**src/hw/rtl/memory_lcd_splash_frame_formatter_defines.svh**
```systemverilog
// Assertion macros shared by the splash frame formatter RTL.
// Uses the clk/rst names of the including module; no other dependencies.
`ifndef MEMORY_LCD_SPLASH_FRAME_FORMATTER_DEFINES_SVH
`define MEMORY_LCD_SPLASH_FRAME_FORMATTER_DEFINES_SVH

`ifndef NO_ASSERTIONS
// same-cycle implication
`define MLSF_ASSERT_IMP(lbl, a, b) \
  lbl: assert property (@(posedge clk) disable iff (rst) (a) |-> (b)) \
    else $error("mlsf assertion failed");
// next-cycle implication
`define MLSF_ASSERT_NXT(lbl, a, b) \
  lbl: assert property (@(posedge clk) disable iff (rst) (a) |=> (b)) \
    else $error("mlsf assertion failed");
`else
`define MLSF_ASSERT_IMP(lbl, a, b)
`define MLSF_ASSERT_NXT(lbl, a, b)
`endif

`endif

```
**src/hw/rtl/mlsf_pkg.sv**
```systemverilog
// Package for the memory LCD splash frame formatter: sizes, byte codes,
// the queue descriptor, back-end phases and the mask/bit-reverse functions.
package mlsf_pkg;

  localparam int LOGO_WIDTH    = 40;
  localparam int LOGO_HEIGHT   = 50;
  localparam int ANIM_DISTANCE = 64;   // power of two
  localparam int PAD_BYTES     = 5;
  localparam int QUEUE_DEPTH   = 4;    // power of two

  localparam int COL_W  = 6;
  localparam int ROW_W  = 8;
  localparam int QPTR_W = $clog2(QUEUE_DEPTH);
  localparam int QCNT_W = $clog2(QUEUE_DEPTH + 1);
  localparam int PAD_CW = (PAD_BYTES > 2) ? $clog2(PAD_BYTES) : 1;
  localparam int PAD_LAST = (PAD_BYTES > 0) ? PAD_BYTES - 1 : 0;

  localparam logic [7:0] HDR_FIRST_ODD  = 8'hC0;
  localparam logic [7:0] HDR_FIRST_EVEN = 8'h80;
  localparam logic [7:0] HDR_NEXT       = 8'h00;
  localparam logic [7:0] PAD_WHITE      = 8'hFF;
  localparam logic [7:0] CLOSE_BYTE     = 8'h00;
  localparam logic [7:0] FLA_RESET      = 8'd95;

  localparam logic [7:0] MASK_EDGE_EVEN = 8'h24;
  localparam logic [7:0] MASK_EDGE_ODD  = 8'h42;
  localparam logic [7:0] MASK_MID_EVEN  = 8'hAA;
  localparam logic [7:0] MASK_MID_ODD   = 8'h55;
  localparam logic [7:0] MASK_CTR_EVEN  = 8'h77;
  localparam logic [7:0] MASK_CTR_ODD   = 8'hEE;

  typedef struct packed {
    logic [7:0] data;
    logic [7:0] hdr;
    logic [7:0] addr;
    logic       line_start;
    logic       line_end;
    logic       frame_last;
  } desc_t;

  typedef enum logic [2:0] {
    PH_START, PH_HDR, PH_ADDR, PH_PADL, PH_DATA, PH_PADR, PH_CLOSE0, PH_CLOSE1
  } phase_t;

  function automatic logic [7:0] bit_rev8(input logic [7:0] v);
    logic [7:0] r;
    for (int i = 0; i < 8; i++) begin
      r[i] = v[7-i];
    end
    return r;
  endfunction

  function automatic logic [7:0] mask_sel(input logic [2:0] k, input logic odd);
    logic [7:0] m;
    case (k)
      3'd0, 3'd4: m = odd ? MASK_EDGE_ODD : MASK_EDGE_EVEN;
      3'd1, 3'd3: m = odd ? MASK_MID_ODD : MASK_MID_EVEN;
      3'd2:       m = odd ? MASK_CTR_ODD : MASK_CTR_EVEN;
      default:    m = 8'h00;
    endcase
    return m;
  endfunction

  // Lowest matching diagonal offset wins: scan high to low, lowest overrides.
  function automatic logic [7:0] shimmer_mask(input logic [COL_W-1:0] col,
                                              input logic [ROW_W-1:0] row,
                                              input logic [7:0] frame);
    logic [8:0] d;
    logic [8:0] f;
    logic [7:0] m;
    m = 8'h00;
    f = {1'b0, frame} & 9'(ANIM_DISTANCE - 1);
    for (int k = 4; k >= 0; k--) begin
      d = (9'(col) + 9'(row >> 3) + 9'(k)) & 9'(ANIM_DISTANCE - 1);
      if (d == f) m = mask_sel(3'(k), row[0]);
    end
    return m;
  endfunction

endpackage

```
**src/hw/rtl/mlsf_front.sv**
```systemverilog
// Front end: accepts logo bytes and the line address register, tracks
// column/row/frame position and builds one descriptor per byte. Uses mlsf_pkg.
module mlsf_front (
  input  logic           clk,
  input  logic           rst,
  input  logic           in_valid,
  output logic           in_stall,
  input  logic [7:0]     logo_byte,
  input  logic           cfg_valid,
  output logic           cfg_ready,
  input  logic [7:0]     cfg_data,
  input  logic           q_full,
  output logic           push,
  output mlsf_pkg::desc_t push_desc
);
  import mlsf_pkg::*;

  logic [7:0]       first_line_address;
  logic [7:0]       frame_counter;
  logic [COL_W-1:0] column_index;
  logic [ROW_W-1:0] row_index;

  logic line_start, line_end, frame_last;

  assign cfg_ready = 1'b1;
  assign in_stall  = q_full;
  assign push      = in_valid && !q_full;

  assign line_start = (column_index == '0);
  assign line_end   = (column_index == COL_W'(LOGO_WIDTH - 1));
  assign frame_last = line_end && (row_index == ROW_W'(LOGO_HEIGHT - 1));

  always_comb begin
    push_desc.data = logo_byte | shimmer_mask(column_index, row_index, frame_counter);
    if (row_index == '0) begin
      push_desc.hdr = frame_counter[0] ? HDR_FIRST_ODD : HDR_FIRST_EVEN;
    end else begin
      push_desc.hdr = HDR_NEXT;
    end
    push_desc.addr       = bit_rev8(first_line_address + 8'(row_index));
    push_desc.line_start = line_start;
    push_desc.line_end   = line_end;
    push_desc.frame_last = frame_last;
  end

  always_ff @(posedge clk) begin
    if (rst) begin
      first_line_address <= FLA_RESET;
    end else if (cfg_valid && cfg_ready) begin
      first_line_address <= cfg_data;
    end
  end

  always_ff @(posedge clk) begin
    if (rst) begin
      frame_counter <= '0;
      column_index  <= '0;
      row_index     <= '0;
    end else if (push) begin
      if (line_end) begin
        column_index <= '0;
        if (frame_last) begin
          row_index     <= '0;
          frame_counter <= frame_counter + 8'd1;
        end else begin
          row_index <= row_index + ROW_W'(1);
        end
      end else begin
        column_index <= column_index + COL_W'(1);
      end
    end
  end

endmodule

```
**src/hw/rtl/mlsf_queue.sv**
```systemverilog
// Short descriptor queue between front and back ends.
// Uses mlsf_pkg (desc_t, depth) and the assertion macro header.
`include "memory_lcd_splash_frame_formatter_defines.svh"
module mlsf_queue (
  input  logic            clk,
  input  logic            rst,
  input  logic            push,
  input  mlsf_pkg::desc_t push_desc,
  input  logic            pop,
  output mlsf_pkg::desc_t head,
  output logic            full,
  output logic            empty
);
  import mlsf_pkg::*;

  desc_t             entries [QUEUE_DEPTH];
  logic [QPTR_W-1:0] wr_ptr;
  logic [QPTR_W-1:0] rd_ptr;
  logic [QCNT_W-1:0] count;

  assign full  = (count == QCNT_W'(QUEUE_DEPTH));
  assign empty = (count == '0);
  assign head  = entries[rd_ptr];

  always_ff @(posedge clk) begin
    if (push) entries[wr_ptr] <= push_desc;
  end

  always_ff @(posedge clk) begin
    if (rst) begin
      wr_ptr <= '0;
      rd_ptr <= '0;
      count  <= '0;
    end else begin
      if (push) wr_ptr <= wr_ptr + QPTR_W'(1);
      if (pop)  rd_ptr <= rd_ptr + QPTR_W'(1);
      case ({push, pop})
        2'b10:   count <= count + QCNT_W'(1);
        2'b01:   count <= count - QCNT_W'(1);
        default: count <= count;
      endcase
    end
  end

  `MLSF_ASSERT_IMP(a_q_no_overflow, push, !full)
  `MLSF_ASSERT_IMP(a_q_no_underflow, pop, !empty)
  `MLSF_ASSERT_IMP(a_q_count_bound, 1'b1, count <= QCNT_W'(QUEUE_DEPTH))

endmodule

```
**src/hw/rtl/mlsf_back.sv**
```systemverilog
// Back end: expands the head descriptor into SPI bytes (header, address,
// padding, data, padding, closing zeros) into an output register. Uses mlsf_pkg.
`include "memory_lcd_splash_frame_formatter_defines.svh"
module mlsf_back (
  input  logic            clk,
  input  logic            rst,
  input  mlsf_pkg::desc_t head,
  input  logic            q_empty,
  output logic            pop,
  output logic            out_valid,
  input  logic            out_stall,
  output logic [7:0]      spi_byte,
  output logic            last_of_run,
  output logic            frame_end
);
  import mlsf_pkg::*;

  phase_t            phase, phase_next, eff;
  logic [PAD_CW-1:0] pad_cnt, pad_cnt_next;
  logic              advance, done;
  logic [7:0]        byte_next;
  logic              fe_next;

  assign advance = !q_empty && (!out_valid || !out_stall);
  assign pop     = advance && done;

  always_comb begin
    eff          = (phase == PH_START) ? (head.line_start ? PH_HDR : PH_DATA) : phase;
    phase_next   = PH_START;
    pad_cnt_next = pad_cnt;
    byte_next    = PAD_WHITE;
    fe_next      = 1'b0;
    done         = 1'b0;
    case (eff)
      PH_HDR: begin
        byte_next  = head.hdr;
        phase_next = PH_ADDR;
      end
      PH_ADDR: begin
        byte_next  = head.addr;
        phase_next = (PAD_BYTES > 0) ? PH_PADL : PH_DATA;
      end
      PH_PADL: begin
        if (pad_cnt == PAD_CW'(PAD_LAST)) begin
          pad_cnt_next = '0;
          phase_next   = PH_DATA;
        end else begin
          pad_cnt_next = pad_cnt + PAD_CW'(1);
          phase_next   = PH_PADL;
        end
      end
      PH_DATA: begin
        byte_next = head.data;
        if (head.line_end && PAD_BYTES > 0) begin
          phase_next = PH_PADR;
        end else if (head.frame_last) begin
          phase_next = PH_CLOSE0;
        end else begin
          done = 1'b1;
        end
      end
      PH_PADR: begin
        if (pad_cnt == PAD_CW'(PAD_LAST)) begin
          pad_cnt_next = '0;
          if (head.frame_last) begin
            phase_next = PH_CLOSE0;
          end else begin
            done = 1'b1;
          end
        end else begin
          pad_cnt_next = pad_cnt + PAD_CW'(1);
          phase_next   = PH_PADR;
        end
      end
      PH_CLOSE0: begin
        byte_next  = CLOSE_BYTE;
        phase_next = PH_CLOSE1;
      end
      PH_CLOSE1: begin
        byte_next = CLOSE_BYTE;
        fe_next   = 1'b1;
        done      = 1'b1;
      end
      default: begin
        done = 1'b1;
      end
    endcase
  end

  always_ff @(posedge clk) begin
    if (rst) begin
      phase     <= PH_START;
      pad_cnt   <= '0;
      out_valid <= 1'b0;
    end else if (advance) begin
      phase     <= phase_next;
      pad_cnt   <= pad_cnt_next;
      out_valid <= 1'b1;
    end else if (!out_stall) begin
      out_valid <= 1'b0;
    end
  end

  always_ff @(posedge clk) begin
    if (advance) begin
      spi_byte    <= byte_next;
      last_of_run <= done;
      frame_end   <= fe_next;
    end
  end

  `MLSF_ASSERT_IMP(a_fe_is_last, out_valid && frame_end, last_of_run)
  `MLSF_ASSERT_NXT(a_close_order, advance && eff == PH_CLOSE0, phase == PH_CLOSE1)
  `MLSF_ASSERT_IMP(a_pop_at_start, pop, phase_next == PH_START)

endmodule

```
**src/hw/rtl/memory_lcd_splash_frame_formatter.sv**
```systemverilog
// Memory LCD splash frame formatter, top level. Depends on mlsf_pkg,
// mlsf_front, mlsf_queue and mlsf_back.
// With the queue empty and the output free, an item's first SPI byte passes through the
// descriptor queue and then the back end's output register before it is valid.
// Throughput: one SPI byte per cycle out of the back-end sequencer while the output is not
// stalled; an item expands to one SPI byte mid-row, 8 at row start, 6 at row end and two
// more at frame end (about 1.3 SPI bytes per logo byte on a 40-byte row).
// Reset (rst, synchronous): position/frame counters clear, line address to 95.
module memory_lcd_splash_frame_formatter (
  input  logic       clk,
  input  logic       rst,
  // logo byte input channel
  input  logic       in_valid,
  output logic       in_stall,
  input  logic [7:0] logo_byte,
  // first line address register write
  input  logic       cfg_valid,
  output logic       cfg_ready,
  input  logic [7:0] cfg_data,
  // SPI byte output channel
  output logic       out_valid,
  input  logic       out_stall,
  output logic [7:0] spi_byte,
  output logic       last_of_run,
  output logic       frame_end
);
  import mlsf_pkg::*;

  // Front classifies each logo byte (line start/end, frame end), applies the
  // shimmer mask and precomputes header and bit-reversed line address.
  desc_t push_desc, head;
  logic  push, pop, q_full, q_empty;

  mlsf_front u_front (
    .clk       (clk),
    .rst       (rst),
    .in_valid  (in_valid),
    .in_stall  (in_stall),
    .logo_byte (logo_byte),
    .cfg_valid (cfg_valid),
    .cfg_ready (cfg_ready),
    .cfg_data  (cfg_data),
    .q_full    (q_full),
    .push      (push),
    .push_desc (push_desc)
  );

  // Descriptor queue decouples input stalls from the byte sequencer so the
  // front keeps taking bytes while a row's padding is being shifted out.
  mlsf_queue u_queue (
    .clk       (clk),
    .rst       (rst),
    .push      (push),
    .push_desc (push_desc),
    .pop       (pop),
    .head      (head),
    .full      (q_full),
    .empty     (q_empty)
  );

  // Back end walks the head descriptor one byte per cycle into the output register while
  // the output is not stalled; the descriptor pops with the transaction's last byte.
  mlsf_back u_back (
    .clk         (clk),
    .rst         (rst),
    .head        (head),
    .q_empty     (q_empty),
    .pop         (pop),
    .out_valid   (out_valid),
    .out_stall   (out_stall),
    .spi_byte    (spi_byte),
    .last_of_run (last_of_run),
    .frame_end   (frame_end)
  );

endmodule

```
**config.mk**
```make
export PLATFORM = sky130hd
export DESIGN_NAME = memory_lcd_splash_frame_formatter
export DESIGN_NICKNAME = d
export VERILOG_FILES = /design/src/hw/rtl/mlsf_pkg.sv /design/src/hw/rtl/mlsf_front.sv /design/src/hw/rtl/mlsf_queue.sv /design/src/hw/rtl/mlsf_back.sv /design/src/hw/rtl/memory_lcd_splash_frame_formatter.sv
export VERILOG_INCLUDE_DIRS = /design/src /design/src/hw/rtl
export SDC_FILE = /design/constraint.sdc
export NUM_CORES = 1
export LEC_CHECK = 0
export ABC_AREA = 1
export BUFFER_PORTS_ARGS = -buffer_cell sky130_fd_sc_hd__buf_2
export CAP_MARGIN = 20
export CORE_MARGIN = 2
export CORE_UTILIZATION = 25
export CTS_CLUSTER_SIZE = 10
export DETAILED_ROUTE_END_ITERATION = 6
export PLACE_DENSITY = 0.44
export SYNTH_ARGS = -nofsm -noshare
export SYNTH_HDL_FRONTEND = slang
export SYNTH_SLANG_ARGS = --single-unit
```
**constraint.sdc**
```tcl
create_clock -name clk -period 3.4 [get_ports clk]
set_input_delay 0.85 -clock clk [delete_from_list [all_inputs] [get_ports clk]]
set_output_delay 0.85 -clock clk [all_outputs]
set_load 0.005 [all_outputs]
```
==> results of run 1 <==
[sequential cells by signal, indices dropped and copies added, names as in the netlist, named ones only]
register and flops:
u_queue.rd_ptr 2, u_queue.wr_ptr 2, u_back.last_of_run 1, u_back.phase 3, u_queue.count 3, u_front.row_index 8, u_front.column_index 6, u_back.pad_cnt 3
u_back.out_valid 1, u_front.first_line_address 8, u_front.frame_counter 6, u_back.spi_byte 8, u_queue.entries 84, u_back.frame_end 1
[logic make-up after synthesis]
logic type | synth area share (%)
AND/OR/NAND/NOR | 19.00
other | 0.05438
flip-flops | 53.71
AO/OA/AOI/OAI | 11.72
XOR/XNOR | 2.359
buffers and inverters | 6.841
adder cells (fa/ha/maj) | 6.315
[cell type report]
type | instances | area [sq um]
multi-input cells | 491 | 2736
clock inverters | 13 | 201.4
inverters | 105 | 394.1
repair buffers | 44 | 250.2
flip-flops and latches | 138 | 3704
clock buffers | 17 | 425.4
fillers | 2811 | 18890
well taps | 341 | 426.7
[worst max path at each step]
stage / from / to / slack [ns] / cells after the start
6_report: u_front.row_index[3]$_SDFFE_PP0P_ / u_queue.entries[2][26]$_DFFE_PP_ / 0.39 / 14
4_1_cts: u_front.row_index[3]$_SDFFE_PP0P_ / u_queue.entries[2][26]$_DFFE_PP_ / 0.37 / 14
2_1_floorplan: out_stall / u_queue.count[2]$_SDFFE_PP0P_ / 0.29 / 12
3_5_place_dp: u_front.row_index[3]$_SDFFE_PP0P_ / u_queue.entries[2][26]$_DFFE_PP_ / 0.40 / 14
5_1_grt: flop / u_queue.count[2]$_SDFFE_PP0P_ / 0.14 / 17
3_3_place_gp: u_front.row_index[3]$_SDFFE_PP0P_ / u_queue.entries[2][26]$_DFFE_PP_ / 0.43 / 14
[layout by cell type, fill, tap and decap left out, types with 8 or more instances in the layout]
master / count
a21oi_1: 42
buf_2: 32
buf_4: 12
clkbuf_16: 17
dfxtp_1: 44
edfxtp_1: 94
ha_1: 30
inv_1: 96
inv_2: 9
nand2_1: 110
nand2_2: 9
nand3_1: 45
nor2_1: 96
nor2_2: 8
nor3_1: 11
o21ai_0: 67
o22ai_1: 15
xor2_1: 10
[report_power, final]
part / leakage [nW] / switching, W / total [W] / internal [W]
Clock: 0.294 / 0.000691 / 0.00198 / 0.00129
Combinational: 1.77 / 0.000763 / 0.00116 / 0.000397
Sequential: 1.21 / 0.0000827 / 0.00215 / 0.00207
[layer usage]
layer | vias to the layer above | wire (um) | part of all wire (%) | GRT usage [%]
met5 | - | 0 | 0 | 0
met4 | 0 | 73 | 0.44 | 3.679
met3 | 2 | 334 | 2.0 | 2.419
met2 | 45 | 8281 | 50 | 20.11
met1 | 2329 | 7929 | 48 | 15.81
li1 | 2631 | - | - | -
[stage by stage]
stage          cell area [sq um]  hold WS [ns]  util [%]  power [W]  worst slack (ns)
6_report                    8138        0.4532     30.11   0.005291            0.3857
5_1_grt                     8138        0.4727     30.11   0.005601            0.1415
4_1_cts                     8138        0.4528     30.11   0.005370            0.3703
3_5_place_dp                7511        0.4452     27.79   0.003372            0.3963
3_3_place_gp                7511        0.4400     27.79   0.003377            0.4324
2_1_floorplan               6895        0.4223         -   0.002946            0.2895
==> results list, run 1 <==
- Hold buffer count at CTS: 0
- Total of max-cap violations: 0
- For the worst flop-to-flop path, the logic depth is 14.
- Clock sink count: 138
- Top fanout value on the critical path: 6
- Critical hold path startpoint: u_queue.count[0]$_SDFFE_PP0P_
- Setup TNS Final: 0 ns
* Final Cycle Share: 88.66%
- Power density relative to cell area: 650.2 mW/mm^2
- The biggest area contributor in the post-synthesis netlist is edfxtp_1.
- Iter 0 DRT Violations: 385
- FF-to-FF setup slack: 0.39 ns
- The cell area that synthesis handed to floorplanning was 0.006895 sq mm.
- The first global-routing pass estimated 26540 um of wire.
- Number of CTS-inserted buffers: 17
* Quantity of gates resized following cts: 0
- Relative area change from synthesis to final layout: 18.02%
* Area of the die: 0.02893 sq mm
- Sequential elements use 53.71% of the synthesized area.
- Remaining routing DRC violations: 0
* Hold-critical path endpoint: u_queue.count[0]$_SDFFE_PP0P_
- Skew-Pair Late Insertion Delay: 0.42 ns
* Critical path type: flop to flop
* Die Width: 170.1 um
* Iteration count of the initial detailed-routing pass: 4
- STA classifies the critical path endpoint as a flop.
- Worst vdd rail ir drop: 0.3163 mV
- Summed over all layers, the routed wires come to 16620 um.
* Initial core utilization: 25.51%
* Top cells by area, synth: edfxtp_1 (41%), dfxtp_1 (13%), nand2_1 (6.0%)
* Syn avg cell area: 9.169 sq um
- The initial antenna violation count was 0.
- The longest clock path from root to sink contains 2 buffers.
- Proportion of layout cells with a drive suffix above 1: 13.00%
* Instance count after placement with tap cells included: 1119
- Number of nets with antenna violations after routing: 0
- Final Setup Violations: 0
- The worst register-to-register path ends at u_queue.entries[2][26]$_DFFE_PP_.
- TritonCTS built the clock tree.
- Summing over every cut layer, the via total after detailed routing is 5007.
- The congestion estimate from routability-driven global placement came to 0.7732.
- STA classifies the critical path startpoint as a flop.
- Number of post-CTS setup repair buffers: 0
* Final hold viol count: 0
- Distinct cell type count of the synthesized netlist: 42
- Fmax: 0.3317 GHz
* Remaining global-route overflow: 0
* Critical path, cell by cell: ha_1 -> inv_1 -> fa_1 -> inv_1 -> ha_1 -> xnor2_1 -> nand2_1 -> nand3b_1 -> nor2_2 -> nand2_2 -> nor2_2 -> inv_1 -> nand2_1 -> nand2_1
- Number of buffer and inverter stages on the critical path: 3
* Number of synthesized flops with an enable pin: 94
* Synthesis Warnings: 0
- After clock tree synthesis, the clock-pin slew on the worst setup and hold paths is 0.06 ns.
- Async S/R FF share, synth: 0%
- Entering global routing, the biggest net connects 38 pins.
* Synth Register Bits: 138
- Headroom to the max-slew limit came out at 57.58%.
* Critical path required time: 3.54 ns
- Dividing the detail-routed wire length by the instance count gives 14.46 um.
- Net count, final: 851
- Delay-heaviest family, CP: adder cells
* Outcome: finished, final reports clean
- Die H: 170.1 um
* Slew Limit Fails: 0
- Leading post-synthesis cells by instance count: nand2_1 (110), nor2_1 (100), inv_1 (96)
* Worst Hold Path Cells: 1
- nand2_1 is the most common cell in the netlist.
- The clock arrives with 0.01509 ns of skew.
* Buffers on Ports: 32
* Drt via density: 4.358
- Type of the most critical hold path: flop to flop
* Setup repair after global routing missed its margin: no
- Net count of the mapped netlist: 806
* LEAKAGE: 3.268 nW
- Core region area: 0.02703 sq mm
- Prevailing post-synth register cell: edfxtp_1
- The largest single stage delay on the critical path is 0.60 ns.
* Total number of placement rows: 60
- Vias in the first global route: 4830
* Tightest Pin Transition: 0.6305 ns
* R2r startpoint: u_front.row_index[3]$_SDFFE_PP0P_
- H-tree depth: 4
- Synthesized netlist cell count: 752
- At the worst endpoint, the arrival time is 3.16 ns.
* Root buffer cell: clkbuf_16
- The largest individual stage delay along the critical path comes from the cell fa_1.
- Inserted Diodes: 0
* Boundary Pins: 34
- Final critical delay including setup and external delays: 3.014 ns
* Non-filler cells, final: 1149
* Fraction of synthesized cell area taken by the top area cell type: 40.94%
- Global router's overall resource usage: 12.08%
* DP HPWL: 11930 um
No activity file was read; power rests on OpenSTA's default activity.
==> run 2, diff against run 1 <==
--- a/config.mk
+++ b/config.mk
@@ -6,7 +6,6 @@
 export SDC_FILE = /design/constraint.sdc
 export NUM_CORES = 1
 export LEC_CHECK = 0
-export ABC_AREA = 1
 export BUFFER_PORTS_ARGS = -buffer_cell sky130_fd_sc_hd__buf_2
 export CAP_MARGIN = 20
 export CORE_MARGIN = 2
==> run 2 against run 1 <==
Net effect:
- clock skew decreased by 0.0033 ns
- setup slack worse by 0.18 ns
- sequential share of layout area grew 0.27 points
- clock-buffer cell count is 1 higher
- synthesized cell count decreased by 28%
- power fell by 14%
- die area fell by 2.1%
- clock power is 8% lower
- hold slack better by 0.023 ns
- via count shrank 14%
- global-route usage decreased by 1.0 points
- fmax shrank 5.6%
==> results list, run 2 <==
- Outcome: finished, final reports clean
* DR vias: 4295
* Top fanout value on the critical path: 6
- The total count of max-transition violations in the final report came to 0.
- Number of synthesized flops with an enable pin: 94
- Terminus of the critical flop-to-flop path: u_queue.entries[0][24]$_DFFE_PP_
- Iter 0 DRT Violations: 236
* Buffers on Ports: 32
* Most common cell type on the critical path: nor2_2
* Fraction of synthesized cell area taken by the top area cell type: 41.85%
- The clock network is responsible for 39.8% of the overall power.
- Entering global routing, the biggest net connects 28 pins.
- The register with the most flip-flops in the final layout is u_queue.entries.
- Remaining routing DRC violations: 0
- Final critical delay including setup and external delays: 3.192 ns
- Of all cell types, the one taking the most synthesized area is edfxtp_1.
- For this run the aggregate overflow at the end of global routing stands at 0.
* Instance count after placement with tap cells included: 914
- The number of hold-slack violations in the final timing report was 0.
- Proportion of layout cells with a drive suffix above 1: 22.57%
* Prevailing post-synth register cell: edfxtp_1
- The filler cells instantiated in the layout total 2707.
- LEAKAGE: 2.976 nW
* Tightest Pin Transition: 0.6149 ns
- After layout, the worst path uses 93.88% of the clock period.
- The die covers 0.02831 sq mm.
- Internal power comes to 0.003418 W.
- Number of flip-flops under the largest register name: 84
- Net switching power: 0.001146 W
- Sorting the synthesized cells by area gives the leading types as edfxtp_1 (42%), dfxtp_1 (13%), mux4_2 (7.0%).
* H-tree depth: 4
- The root buffer cell chosen for the clock tree is clkbuf_16.
- The critical path contains buffers and inverters numbering 0 combined.
- Synthesis Warnings: 0
- Skew-Pair Late Insertion Delay: 0.42 ns
- The placed instances occupy a cell area of 0.007420 sq mm.
- Net count of the mapped netlist: 592
- Combinational cells account for 15.4% of the total power.
- Initial antenna violation count: 0
- Die Width: 168.3 um
- Among all cell types in the netlist, the one instantiated most often is edfxtp_1.
- Across the run, the number of max-cap violations was 0.
- The first global-routing pass estimated 23780 um of wire.
* Hold buffer count at CTS: 0
- Net count, final: 649
- The worst setup path is launched from a flop.
* DP HPWL: 10800 um
- Clock sink count: 138
* Syn avg cell area: 12.54 sq um
- Synthesis handed over a netlist of 538 instances.
- Data on the critical path is required at its endpoint by 3.60 ns.
* Non-filler cells, final: 948
- Commonest cells after routing, fill and taps aside: edfxtp_1 (94), nor2_1 (47), dfxtp_1 (44)
- PnR worst setup slack: 0.2080 ns
* Final Setup Violations: 0
- Leading post-synthesis cells by instance count: edfxtp_1 (94), nor2_1 (48), dfxtp_1 (44)
- Counting the buffers created by CTS gives 17.
- Share of synthesized area occupied by flip-flops and latches: 54.91%
- For this run, the slowest stage of the critical path takes 0.49 ns.
* Worst-case clock skew: 0.01184 ns
- For this design the top-level I/O count stands at 34.
* Sw Ratio: 25.11%
- Total number of placement rows: 60
* Fmax: 0.3133 GHz
- From synthesis to final layout, the design area changed by 19.94%.
* Wire length per cell: 15.84 um
* Crit-path slowest cell: dfxtp_1
* Iteration count of the initial detailed-routing pass: 4
- Along the worst hold path, the cell count comes to 2.
- The number of cells on the worst reg-to-reg path is 9.
- In this run, distinct cell masters in the synthesized netlist total 67.
- Routed Wire Length: 15010 um
- Hold-critical path endpoint: u_back.out_valid$_SDFFE_PP0P_
- Delay-heaviest family, CP: compound AO/OA/AOI/OAI gates
* Footprint of the flip-flops and latches: 0.003704 sq mm
- Setup repair after global routing left no endpoint under its margin.
- R2r startpoint: u_front.row_index[5]$_SDFFE_PP0P_
- For this configuration, the core starts out at a cell density of 25.24%.
- The path class of the tightest hold or removal check is flop to flop.
- Traced cell by cell, the critical path runs through ha_1 -> o21ai_2 -> nor2_2 -> o41ai_4 -> nor2_2 -> or3_1 -> a2111o_1 -> nor2b_1 -> o21ai_1.
* Core region area: 0.02673 sq mm
- Data arrives at the worst endpoint at 3.39 ns.
- Die H: 168.3 um
* Worst vdd rail ir drop: 0.2808 mV
* Drt via density: 4.531
- Once detail routing completed, the nets flagged for antenna violations numbered 0.
* Pre-CTS setup slack: -0.003868 ns
- The via count of the first global-routing pass was 4462.
- Per report_power, the sequential group accounts for 44.8% of the total.
- Synth Register Bits: 138
- Global placement routability congestion: 0.8162
- In the final layout, the multi-input gates occupy 0.002883 sq mm.
- Crit path from: u_front.row_index[5]$_SDFFE_PP0P_
- Global router's overall resource usage: 11.04%
- Async S/R FF share, synth: 0%
* Most frequent standard cell in the layout excluding fill and tap cells: edfxtp_1
- TritonCTS clock tree: yes
* Clock transition at path regs: 0.06 ns
* Power density relative to cell area: 564.1 mW/mm^2
- The repair_antennas step left the layout with diodes totalling 0.
* Max-slew headroom at the worst pin: 59.00%
- Critical hold path startpoint: u_back.out_valid$_SDFFE_PP0P_
- Total power: 0.004564 W
- The synthesized netlist occupies a cell area of 0.006745 sq mm.
* Critical path type: flop to flop
- The worst setup path is captured at a flop.
* Final std cell area, no fill: 0.008090 sq mm
- The setup check on the worst reg-to-reg path leaves a slack of 0.21 ns.
- Counting along the longest clock path gives a buffer depth of 2.
-- run 2: changes by cell type after synthesis, moves of 9 or more --
cell | previous run | this run
xor2_1 | 10 | 19
inv_1 | 96 | 33
nand3_1 | 45 | 9
xnor2_1 | 6 | 21
mux4_2 | 0 | 21
mux2i_1 | 0 | 17
a21oi_1 | 42 | 25
nand2_2 | 9 | 0
o21ai_0 | 67 | 19
o22ai_1 | 15 | 3
nand2_1 | 110 | 25
nor2_1 | 100 | 48
-- run 2: logic make-up (layout without fill, tap and decap cells) --
logic type,Yosys count,count (layout),synth area share [%]
buffers and inverters,56,125,3.320
AOI/OAI and AO/OA,84,84,8.793
adders and majority gates,33,33,6.455
xor gates and xnor gates,44,44,6.251
DFF,138,138,54.91
muxes,40,40,9.868
other,1,1,0.05559
and+or+nand+nor,142,142,10.35
-- run 2: how the worst max path moves through the flow --
stage / depth (start not counted) / to
detailed placement: 12 / u_queue.entries[0][24]$_DFFE_PP_
floorplan: 12 / u_queue.entries[0][24]$_DFFE_PP_
global placement: 12 / u_queue.entries[0][24]$_DFFE_PP_
CTS: 12 / u_queue.entries[0][25]$_DFFE_PP_
finish: 9 / u_queue.entries[0][24]$_DFFE_PP_
global route: 9 / u_queue.entries[0][24]$_DFFE_PP_
-- run 2: timing repair --
item                       4_1_cts  5_1_grt
setup buffers                    0        3
resized for setup                1       16
setup endpoints to repair        4       33
hold endpoints to repair         0        0
pin swaps                        0        4
-- run 2: per-stage QoR --
step / utilization, % / TNS, ns / hold slack (ns)
after floorplan: - / 0 / 0.4460
after global placement: 27.76 / 0 / 0.4593
after detailed placement: 27.76 / -0.01531 / 0.4731
after CTS: 29.94 / 0 / 0.4838
after global routing: 30.27 / 0 / 0.5051
final: 30.27 / 0 / 0.4763
-- run 2: area by class of cell --
type                    instances  area share [%]
flip-flops and latches        138           45.78
multi-input cells             344           35.63
clock buffers                  18           5.305
well taps                     341           5.274
repair buffers                 59           4.485
clock inverters                13           1.902
inverters                      35           1.624
-- run 2: power groups by stage --
stage | clock network [W] | logic, W | registers [W]
6_report | 0.00182 | 0.000704 | 0.00204
3_3_place_gp | 0 | 0.000700 | 0.00208
5_1_grt | 0.00195 | 0.000804 | 0.00206
3_5_place_dp | 0 | 0.000706 | 0.00208
2_1_floorplan | 0 | 0.000473 | 0.00206
4_1_cts | 0.00187 | 0.000710 | 0.00205
-- run 2: layer usage --
layer	vias to the layer above	track usage (%)	part of all wire [%]
met1	2132	13.07	45
met2	64	19.43	50
met4	0	4.498	1.7
li1	2086	-	-
met5	-	0	0
met3	13	2.421	3.0
-- run 2: tightest hold or removal path, stage by stage (launching register included) --
cell and delay (ns):
dfxtp_1 0.32, nand2_1 0.06, a21oi_1 0.05
